### config.mk
export PLATFORM = sky130hd
export DESIGN_NAME = pcsp_front
export DESIGN_NICKNAME = d
export VERILOG_FILES = /design/src/sv/pcsp_pkg.sv /design/src/sv/pcsp_front.sv
export SDC_FILE = /design/constraint.sdc
export NUM_CORES = 1
export LEC_CHECK = 0
export ABC_AREA = 1
export BUFFER_PORTS_ARGS = -buffer_cell sky130_fd_sc_hd__buf_2
export CAP_MARGIN = 20
export CORE_AREA = 2 2 105 107
export DETAILED_ROUTE_END_ITERATION = 12
export DIE_AREA = 0 0 107 109
export PLACE_DENSITY_LB_ADDON = 0.25
export SETUP_SLACK_MARGIN = 0.05
export SYNTH_ARGS = -nofsm -noshare
export SYNTH_HDL_FRONTEND = slang
export SYNTH_SLANG_ARGS = --single-unit
### constraint.sdc
create_clock -name vclk -period 0.8
set_input_delay 0.04 -clock vclk [all_inputs]
set_output_delay 0.04 -clock vclk [all_outputs]
set_load 0.02 [all_outputs]
### src/sv/pcsp_pkg.sv
// Shared types and constants for the PC-indexed stride prefetcher.
// No dependencies; imported by every module of the block.
package pcsp_pkg;

    localparam int unsigned TABLE_ENTRIES_DEFAULT = 256;
    localparam int unsigned QUEUE_DEPTH           = 4;
    localparam int unsigned QUEUE_PTR_W           = $clog2(QUEUE_DEPTH);

    localparam logic [3:0] LINE_LOG2_RESET = 4'd6;
    localparam logic [1:0] CONF_MAX        = 2'd3;
    localparam logic [1:0] CONF_ISSUE      = 2'd1;

    // One classified access on its way from the front to the back.
    typedef struct packed {
        logic [63:0] pc;
        logic [63:0] line;
        logic        missed;
    } access_t;

    // One table entry as it sits in the table memory.
    typedef struct packed {
        logic        valid;
        logic [63:0] tag_pc;
        logic [63:0] prev_line;
        logic [63:0] stride;
        logic [1:0]  confidence;
    } entry_t;

    // Status that the back reports to the front.
    typedef struct packed {
        logic clearing;
    } back_status_t;

endpackage

### src/sv/pcsp_front.sv
// Front of the prefetcher: takes accesses, drops prefetch accesses and
// reduces the byte address to a line number. Depends on pcsp_pkg.
module pcsp_front (
    input  logic                  s_axis_tvalid,
    output logic                  s_axis_tready,
    input  logic [127:0]          s_axis_tdata,
    input  logic [1:0]            s_axis_tuser,
    input  logic [3:0]            line_size_log2,
    input  pcsp_pkg::back_status_t back_status,
    input  logic                  queue_full,
    output logic                  push,
    output pcsp_pkg::access_t     push_data
);
    import pcsp_pkg::*;

    logic [63:0] access_pc;
    logic [63:0] access_addr;
    logic        missed;
    logic        is_prefetch;

    assign access_pc   = s_axis_tdata[63:0];
    assign access_addr = s_axis_tdata[127:64];
    assign missed      = s_axis_tuser[0];
    assign is_prefetch = s_axis_tuser[1];

    // Nothing is taken while the table is being cleared after reset.
    assign s_axis_tready = !queue_full && !back_status.clearing;

    // Prefetch accesses complete their transfer but never reach the table.
    assign push = s_axis_tvalid && s_axis_tready && !is_prefetch;

    assign push_data.pc     = access_pc;
    assign push_data.line   = access_addr >> line_size_log2;
    assign push_data.missed = missed;

endmodule

==> qor.txt <==
====================================================================================
Worst Setup Start Kind                                                  primary input
Seq pwr share                                                                     0%
Antenna violations before repair                                                   0
Cell area after technology mapping                                          3490 µm²
Final Hold Fails                                                                   0
Cell with the most instances after synthesis                                 nand2_1
Worst endpoint data arrival time                                             1140 ps
Largest area contributor in the synthesized netlist                          nand2_1
Final worst-path cycle share                                                    148%
Fin nets                                                                         949
Clock period minus worst slack                                               1180 ps
Largest net degree at the start of global routing                                 40
Chain of cells forming the critical path                                buf_12, inv_12, buf_8, buf_16, nand2_4, nand3_4, nand3_2, nand2_2, nand2_1, nand2_2, buf_6
Share of total power consumed by net switching                                 58.7%
Count of clock buffers in the final design                                         0
Maximum capacitance violations                                                     0
Max IR drop VDD                                                             0.411 mV
Net switching power                                                          2.85 mW
Power Internal                                                               2.00 mW
Final Total Pwr                                                              4.86 mW
Final Worst Setup Slack                                                      -381 ps
Final Instance Area                                                         6020 µm²
Commonest cells post-synth                                              nand2_1, nand3_1, buf_4
Total Wirelength                                                             16.3 mm
I/O pins                                                                         268
Number of different library cells in the post-synthesis netlist                   17
Cell row count                                                                    38
Vias per std cell                                                               5.54
Crit-path max FO                                                                   7
Grt total ovfl                                                                     0
Max Fclk                                                                     847 MHz
Main area contributors after synthesis                                  nand2_1, nand3_1, buf_4
Number of hold-repair buffers added at the cts stage                               0
Start-to-end type of the worst setup path                               primary input to output pin
Critical path's most frequent cell                                           nand2_2
Highest-delay cell along the critical path                                    buf_16
Number of warnings printed during yosys synthesis                                  0
Diode insertion count for antenna repair                                           0
Vias in the first global route                                                  5004
Die footprint                                                              11700 µm²
Worst endpoint required time                                                  760 ps
Cell count after synthesis                                                       743
CP endpoint kind                                                          output pin
Storage element area                                                           0 µm²
Total Negative Setup Slacks                                                -19730 ps
Simple logic cell fraction of the synthesized area                             76.4%
Post-route ant nets                                                                0
Final Max Tran Viols                                                               0
Placeable core region                                                      10600 µm²
Xor and xnor fraction of the mapped netlist area                                  0%
Max incr delay on CP                                                          140 ps
Remaining DRCs                                                                     0
Adder and majority cell fraction of the synthesized area                          0%
Share of the core filled with cells in the final layout                        56.8%
Vertical die dimension                                                        109 µm
Global-route wire length before repair                                       24.9 mm
Share of post-route cells with drive strength above 1                          59.5%
Total cell area at the placement stage                                      4270 µm²
Count of flip-flops and latches                                                    0
Finish-stage setup viols                                                          64
TritonRoute pass-1 iters                                                           5
Synthesized net count                                                            880
Via Count                                                                       5265
Count of buffers from port buffering                                             138
Area of combinational cells with multiple inputs                            3980 µm²
Part of the Yosys area used for sequential elements                               0%
Pleak                                                                        3.08 nW
Weighted congestion at the end of routability-driven global placement          0.892
Fraction of synthesized cell area taken by the top area cell type              38.2%
Synthesized-area fraction occupied by ao, oa, aoi and oai cells                   0%
Mean instance size in the synthesized netlist                               4.69 µm²
Class of the most critical hold timing path                             primary input to output pin
Main combinational cell family by area after synthesis                  simple AND/OR/NAND/NOR gates
Unrepaired setup endpoints after global routing                                 true
Comb pwr share                                                                100.0%
Multiplexer fraction of the synthesized cell area                                 0%
Area overhead of the layout relative to synthesis                              72.5%
Initial detailed-routing violation count                                         383
Clock share of power                                                              0%
Pin slew with the least headroom to its limit                                 249 ps
Max-slew headroom at the worst pin                                             83.4%
Routed length per instance                                                   17.1 µm
Hpwl dp                                                                      11.0 mm
Die X                                                                         107 µm
Effective utilization at floorplan                                             32.9%
Layout filler cell count                                                        1057
Result of the run                                                       complete, but fails checks
Global router's overall resource usage                                         26.3%
Total power density per cell area                                         807 nW/µm²
Violated checks                                                         setup timing
====================================================================================
[placed cells by master, fill, tap and decap left out, drive strengths merged]
cell and instances:
and3 1, clkinv 1, nand3 242, nor3 3
nand4 2, inv 3, clkbuf 1, nor2 7
buf 185, nand2 365
[cell type report]
type	instances	share of cell area, %
Inverter	4	0.707
Tap cell	140	2.91
Timing Repair Buffer	186	30.3
Multi-Input combinational cell	620	66.1
[worst paths after layout]
kind,slack (ps),from,endpoint,depth (start not counted)
setup / recovery,-380,line_size_log2[0],push_data[41],11
hold / removal,80,s_axis_tuser[0],push_data[0],0
[power groups by stage]
stage	logic [mW]	clock network, mW	registers [mW]
after floorplan	2.82	0	0
after global placement	3.49	0	0
after detailed placement	3.49	0	0
after CTS	4.53	0	0
after global routing	5.20	0	0
final	4.86	0	0
[routing by layer]
layer / GRT usage [%] / routed length (µm)
met5: 0 / 0
met4: 9.00 / 732
met3: 2.45 / 1300
met2: 46.7 / 7890
met1: 33.4 / 6350
[stage by stage]
stage / std cells / worst slack [ps] / hold slack (ps)
finish: 950 / -381 / 80.0
floorplan: 743 / -157 / 127
global placement: 937 / -483 / 80.1
detailed placement: 937 / -468 / 80.1
CTS: 949 / -319 / 80.1
global route: 950 / -433 / 80.0
[logic make-up after synthesis]
kind of cell           after synthesis
buffers and inverters              123
AND/OR/NAND/NOR                    620
[critical path, delay by kind of cell]
family	cells	cell delay, ps
buffers and inverters	5	600
AND/OR/NAND/NOR	6	500
[what timing repair did]
action                                  4_1_cts  5_1_grt
gates cloned                                  8        1
hold endpoints to repair                      0        0
setup buffers                                 4        0
pin swaps                                    73       17
resized for setup                           307       76
endpoints found under the setup margin       64       64
(Power assumes the default switching activity.)
