===== src/sv/pcsp_pkg.sv =====
// Shared types and constants for the PC-indexed stride prefetcher.
// No dependencies; imported by every module of the block.
package pcsp_pkg;

    localparam int unsigned TABLE_ENTRIES_DEFAULT = 256;
    localparam int unsigned QUEUE_DEPTH           = 4;
    localparam int unsigned QUEUE_PTR_W           = $clog2(QUEUE_DEPTH);

    localparam logic [3:0] LINE_LOG2_RESET = 4'd6;
    localparam logic [1:0] CONF_MAX        = 2'd3;
    localparam logic [1:0] CONF_ISSUE      = 2'd1;

    // One classified access on its way from the front to the back.
    typedef struct packed {
        logic [63:0] pc;
        logic [63:0] line;
        logic        missed;
    } access_t;

    // One table entry as it sits in the table memory.
    typedef struct packed {
        logic        valid;
        logic [63:0] tag_pc;
        logic [63:0] prev_line;
        logic [63:0] stride;
        logic [1:0]  confidence;
    } entry_t;

    // Status that the back reports to the front.
    typedef struct packed {
        logic clearing;
    } back_status_t;

endpackage


===== src/sv/pcsp_queue.sv =====
// Short queue that decouples the front from the table back end.
// Depends on pcsp_pkg for the item type and depth.
module pcsp_queue (
    input  logic              aclk,
    input  logic              aresetn,
    input  logic              push,
    input  pcsp_pkg::access_t push_data,
    output logic              full,
    input  logic              pop,
    output pcsp_pkg::access_t pop_data,
    output logic              empty
);
    import pcsp_pkg::*;

    access_t                slot_reg [QUEUE_DEPTH];
    logic [QUEUE_PTR_W-1:0] wr_ptr_reg, wr_ptr_next;
    logic [QUEUE_PTR_W-1:0] rd_ptr_reg, rd_ptr_next;
    logic [QUEUE_PTR_W:0]   count_reg, count_next;

    assign full     = (count_reg == (QUEUE_PTR_W+1)'(QUEUE_DEPTH));
    assign empty    = (count_reg == '0);
    assign pop_data = slot_reg[rd_ptr_reg];

    always_comb begin
        wr_ptr_next = wr_ptr_reg;
        rd_ptr_next = rd_ptr_reg;
        count_next  = count_reg;
        if (push) begin
            wr_ptr_next = wr_ptr_reg + 1'b1;
        end
        if (pop) begin
            rd_ptr_next = rd_ptr_reg + 1'b1;
        end
        if (push && !pop) begin
            count_next = count_reg + 1'b1;
        end else if (pop && !push) begin
            count_next = count_reg - 1'b1;
        end
    end

    always_ff @(posedge aclk) begin
        if (!aresetn) begin
            wr_ptr_reg <= '0;
            rd_ptr_reg <= '0;
            count_reg  <= '0;
        end else begin
            wr_ptr_reg <= wr_ptr_next;
            rd_ptr_reg <= rd_ptr_next;
            count_reg  <= count_next;
        end
    end

    always_ff @(posedge aclk) begin
        if (push) begin
            slot_reg[wr_ptr_reg] <= push_data;
        end
    end

endmodule


===== config.mk =====
export PLATFORM = sky130hd
export DESIGN_NAME = pcsp_queue
export DESIGN_NICKNAME = d
export VERILOG_FILES = /design/src/sv/pcsp_pkg.sv /design/src/sv/pcsp_queue.sv
export SDC_FILE = /design/constraint.sdc
export NUM_CORES = 1
export LEC_CHECK = 0
export BUFFER_PORTS_ARGS = -buffer_cell sky130_fd_sc_hd__buf_2
export CAP_MARGIN = 15
export CORE_MARGIN = 2
export CORE_UTILIZATION = 59
export CTS_BUF_LIST = sky130_fd_sc_hd__clkbuf_8
export CTS_CLUSTER_DIAMETER = 120
export DETAILED_ROUTE_END_ITERATION = 16
export HOLD_SLACK_MARGIN = 0.15
export MAX_ROUTING_LAYER = met4
export PLACE_DENSITY = 0.8
export SLEW_MARGIN = 20
export SYNTH_ARGS = -nofsm -noshare
export SYNTH_HDL_FRONTEND = slang
export SYNTH_SLANG_ARGS = --single-unit

===== constraint.sdc =====
create_clock -name aclk -period 5.7 [get_ports aclk]
set_input_delay 0.285 -clock aclk [delete_from_list [all_inputs] [get_ports aclk]]
set_output_delay 0.285 -clock aclk [all_outputs]
set_load 0.005 [all_outputs]

==> impl_metrics.yaml, run 1 <==
placed_design:
  routabilityCongestion: 0.731
  dp.cells: 1362
  hpwl_um: 20100
  port_buffers: 263
  place_area_um2: 20800
detailed_routing:
  postRouteAntennaNets: 0
  drt-total-wl_um: 36400
  vias: 9222
  vias_per_cell: 5.65
  drt_pass1_iterations: 5
  drt_iter0_drc: 575
  drt-wirelength-per-cell_um: 22.3
  drc_errors: 0
critical_path:
  end_kind: "primary output"
  crit_path_max_fanout: 69
  worst_setup_path_start_kind: "register"
  critPathTopFamily: "buffers and inverters"
  worstPathRequired_ps: 5410
  crit_slowest_cell: "buf_4"
  cp_slowest_stage_delay_ps: 800
  cp.arrival_ps: 2620
  rrSetupSlack_ps: 3460
  reg2reg_to: "slot_reg[2][68]"
  cp_num_buf_inv: 2
  crit_type: "register to primary output"
  reg2reg_depth: 4
  reg2reg_from: "wr_ptr_reg[0]"
  cp_cell_sequence: "buf_4, mux4_2, buf_2"
timing:
  finalSetupTns_ps: 0
  max_slew.worst_pin.slew_ps: 992
  rsz0062_at_grt: "no"
  skew_ps: 28.5
  slew_headroom_pct: 33.9
  setup_viol: 0
  max_freq_mhz: 345
  final-hold-violation-count: 0
  fin_crit_ps: 2900
  finalCritPeriodShare_pct: 50.9
  drv_slew: 0
clocking:
  clk_pin_slew_ps: 60
  cts_tree: "built"
  root_buffer: "clkbuf_8"
  htree_levels: 3
  clkLatencyLatePin_ps: 580
  clock-sinks: 525
  cts_buffers: 78
  cts_setup_buffers: 0
  cts.path.max_buffers: 3
  cts_resized: 0
yosys:
  synthDistinctLibCells: 21
  avgSynthCellArea_um2: 26.6
  seq_area_frac_synth_pct: 82.2
  yosysWarnings: 0
  syn_nets: 855
  synth_area_um2: 19100
  syn_inst: 716
  ys_ff_latch: 525
floorplan:
  start_util_pct: 60.1
  placementRows: 65
  coreArea_um2: 31700
  dieHeight_um: 184
  die_w_um: 184
  ioPinCount: 264
  design.die.area_um2: 33800
pwr:
  leakage_uw: 0.00811
  power_switching_uw: 1790
  switching_share_pct: 22.3
  p_per_area_nw_per_um2: 341
  seqPwrFrac_pct: 56.0
  peakVddDrop_mv: 0.285
  clkPwrFrac_pct: 33.8
  combPwrFrac_pct: 10.1
  intPower_uw: 6230
layout:
  syn2layout_area_growth_pct: 23.3
  fin_cells: 1632
  design_area_um2: 23500
  largest_register_ffs: 516
  fin_nets: 1312
  drive_gt1_share_pct: 40.6
global_routing:
  grt_pass1_vias: 9706
  gr-total-overflow: 0
  grt_max_degree: 91
  grtUsageTotal_pct: 22.6
  grt_pass1_wl_um: 54800
  antenna_found_initial: 3
run:
  cap_violations: 0
hold_path:
  min_from: "push_data[42]"
  min_path_cells: 2
  hold_path_class: "input pin to register"
  hold_path_end: "slot_reg[0][42]"
status:
  status: "finished, final reports clean"
synthesized netlist by cell type:
library cell,n,area (um2)
edfxtp_1,516,15500
mux4_2,129,2910
buf_6,13,146
buf_2,10,50.1
and2_1,9,56.3
dfxtp_1,9,180
ha_1,5,62.6
inv_1,4,15.0
clkbuf_1,3,11.3
xor2_1,3,26.3
buf_4,2,15.0
mux2i_1,2,20.0
nor2b_1,2,12.5
xnor2_1,2,17.5
a21boi_0,1,7.51
fa_1,1,20.0
nand2_1,1,3.75
nor3_1,1,5.00
nor3b_1,1,7.51
o21ai_0,1,5.00
or3_1,1,6.26
placed cells by master, fill, tap and decap left out, types with 2 or more instances in the layout:
cell type	count
buf_4	5
edfxtp_1	516
clkinv_2	4
buf_2	263
xnor2_1	2
buf_12	4
mux2i_1	2
xor2_1	3
clkinvlp_4	4
clkinv_1	13
nor2b_1	2
ha_1	5
dfxtp_1	7
clkbuf_8	78
mux4_2	129
inv_1	34
inv_8	2
bufinv_16	2
and2_1	5
diode_2	3
dlygate4sd3_1	133
and2_4	4
dfxtp_4	2
layout make-up:
| cell class | instances | area [um2] |
|---|---|---|
| inverter | 4 | 15.0 |
| timing repair buffer | 405 | 2770 |
| clock inverter | 56 | 303 |
| multi-input combinational | 159 | 3170 |
| clock buffer | 78 | 1070 |
| antenna | 3 | 7.51 |
| sequential | 525 | 15700 |
| fill | 1717 | 8200 |
| tap | 402 | 503 |
metal layers:
metal	GRT usage, %	wire, um	share of wire, %	up-vias
li1	-	-	-	4026
met3	5.37	2240	6.1	76
met2	35.9	18500	51	359
met5	-	0	0	-
met1	29.3	14700	40	4761
met4	7.71	1020	2.8	0
power by group through the flow:
stage	Clock, uW	Sequential [uW]	Combinational (uW)
finish	2710	4490	813
floorplan	0	4570	427
CTS	2760	4490	820
global placement	0	4550	731
detailed placement	0	4570	742
global route	2940	4500	876
what timing repair did:
item                       4_1_cts  5_1_grt
hold endpoints to repair       525        0
hold buffers                   133        0
setup endpoints to repair        0        0
per-stage QoR:
step	utilization [%]	setup WS, ps	total power, uW	hold slack, ps
6_report	74.1	2800	8020	433
5_1_grt	74.1	2670	8320	406
4_1_cts	74.1	2750	8070	395
3_5_place_dp	65.6	3390	5310	501
3_3_place_gp	65.6	3380	5290	495
2_1_floorplan	-	1700	4990	384
cells by family (layout without fill, tap and decap cells):
logic type / after synthesis / after routing / share of synthesized area, %
AO/OA/AOI/OAI: 2 / 2 / 0.0656
XOR/XNOR: 5 / 5 / 0.230
adder cells (fa/ha/maj): 6 / 6 / 0.433
buffers and inverters: 32 / 543 / 1.25
flip-flops: 525 / 525 / 82.2
multiplexers: 131 / 131 / 15.3
other: 0 / 3 / 0
AND/OR/NAND/NOR: 15 / 15 / 0.479
worst max path at each step:
stage	to	slack [ps]	cells past startpoint
2_1_floorplan	slot_reg[0][0]	1700	3
3_3_place_gp	pop_data[113]	3380	3
3_5_place_dp	pop_data[9]	3390	3
4_1_cts	pop_data[9]	2750	3
5_1_grt	pop_data[46]	2670	3
6_report	pop_data[113]	2800	3
Note: power is estimated with default switching activity, not from simulation.
==> run 2: changes to the inputs <==
- CORE_UTILIZATION: 59 -> 53
- PLACE_DENSITY: 0.8 -> 0.75
- clock period: 5.7 -> 2.55 ns (I/O delays scaled with it)
==> impl_metrics.yaml, run 2 (synthesized netlist as in run 1, its figures left out) <==
timing:
  setup_viol: 0
  finalSetupTns_ps: 0
  fin_ws_ps: 136
  rsz0062_at_grt: "no"
  final-hold-violation-count: 0
  finalCritPeriodShare_pct: 94.7
  slew_headroom_pct: 61.2
  drv_slew: 0
  max_slew.worst_pin.slew_ps: 582
  skew_ps: 11.9
  fin_crit_ps: 2410
  max_freq_mhz: 414
clocking:
  cts_buffers: 82
  htree_levels: 3
  cts_tree: "built"
  clock-sinks: 525
  cts.path.max_buffers: 3
  clkLatencyLatePin_ps: 610
  cts_setup_buffers: 0
  clk_pin_slew_ps: 60
  cts_resized: 0
  root_buffer: "clkbuf_8"
  cts_hold_buf: 135
critical_path:
  crit_path_max_fanout: 7
  reg2reg_from: "count_reg[0]"
  cp.arrival_ps: 2960
  worst_setup_path_start_kind: "input pin"
  crit_type: "input pin to register"
  end_kind: "register"
  startpoint: "push"
  worstPathRequired_ps: 3100
global_routing:
  grt_pass1_wl_um: 59400
  grt_pass1_vias: 10300
  gr-total-overflow: 0
  antenna_found_initial: 3
  grtUsageTotal_pct: 21.6
  grt_max_degree: 47
floorplan:
  die_w_um: 194
  placementRows: 69
  start_util_pct: 53.7
  ioPinCount: 264
  design.die.area_um2: 37500
  coreArea_um2: 35500
  dieHeight_um: 194
detailed_routing:
  vias: 9258
  met1Wirelength_um: 15300
  wl_met2_um: 19400
  drt-total-wl_um: 38300
  top_layer: "met4"
  drc_errors: 0
  postRouteAntennaNets: 0
  vias_per_cell: 5.38
  drt_pass1_iterations: 5
  drt-wirelength-per-cell_um: 22.3
  drt_iter0_drc: 612
  wl_met3_um: 2980
placed_design:
  place_area_um2: 21100
  dp.cells: 1437
  place_ws_ps: 745
  port_buffers: 263
  routabilityCongestion: 0.722
  hpwl_um: 22200
layout:
  mostFrequentLayoutCells: "edfxtp_1 (516), buf_2 (263), dlygate4sd3_1 (135)"
  fin_nets: 1334
  design_area_um2: 24000
  largest_register_ffs: 516
  drive_gt1_share_pct: 41.8
  fin_cells: 1722
  regArea_um2: 15700
  multiInputGateArea_um2: 3170
  syn2layout_area_growth_pct: 26.1
  final_common_cell: "edfxtp_1"
  fillerInstances: 2142
hold_path:
  min_from: "push_data[46]"
  hold_path_class: "input pin to register"
pwr:
  p_per_area_nw_per_um2: 773
  leakage_uw: 0.00832
  finalPower_uw: 18600
  peakVddDrop_mv: 0.610
status:
  status: "finished, final reports clean"
run:
  cap_violations: 0
[run 2: cell types whose count changed in the layout (fill, tap and decap cells not counted), moves of 2 or more]
cell	change
inv_8	-2
buf_4	+5
clkinvlp_4	-2
clkinv_1	+6
clkinv_2	+7
bufinv_16	+3
clkbuf_8	+7
buf_12	+11
inv_1	-6
dlygate4sd3_1	+2
[run 2: final timing paths]
| path | to | slack (ps) | cells after the start |
|---|---|---|---|
| max | count_reg[2] | 140 | 7 |
| min | slot_reg[1][46] | 260 | 2 |
| max reg2reg | count_reg[2] | 430 | 5 |
| min reg2reg | wr_ptr_reg[1] | 570 | 2 |
[run 2: layer usage]
| layer | GRT usage (%) | up-vias |
|---|---|---|
| met5 | - | - |
| li1 | - | 4075 |
| met1 | 27.1 | 4796 |
| met4 | 6.93 | 0 |
| met3 | 6.30 | 38 |
| met2 | 34.4 | 349 |
[run 2: worst max-delay path, cell delays in order]
cell	delay, ps
dlygate4sd3_1	550
buf_2	180
ha_1	350
dlygate4sd3_1	610
or3_1	370
a21boi_0	190
dlygate4sd3_1	570
[run 2: through the flow]
step / hold WS, ps / utilization [%]
4_1_cts: 209 / 67.7
6_report: 262 / 67.8
3_3_place_gp: 339 / 59.6
3_5_place_dp: 345 / 59.6
2_1_floorplan: 226 / -
5_1_grt: 240 / 67.8
[run 2: cell type report]
cell class                      count  area share, %
Inverter                            4         0.0624
Timing Repair Buffer              423           12.7
Tap cell                          461           2.40
Antenna cell                        4         0.0416
Clock inverter                     61           1.59
Multi-Input combinational cell    159           13.2
Sequential cell                   525           65.2
Clock buffer                       85           4.87
[run 2: power breakdown]
part           switching [uW]  leakage (uW)  internal, uW  total [uW]
registers                 123       0.00481          9920       10000
logic                     901       0.00262           987        1890
clock network            3060      0.000883          3590        6650
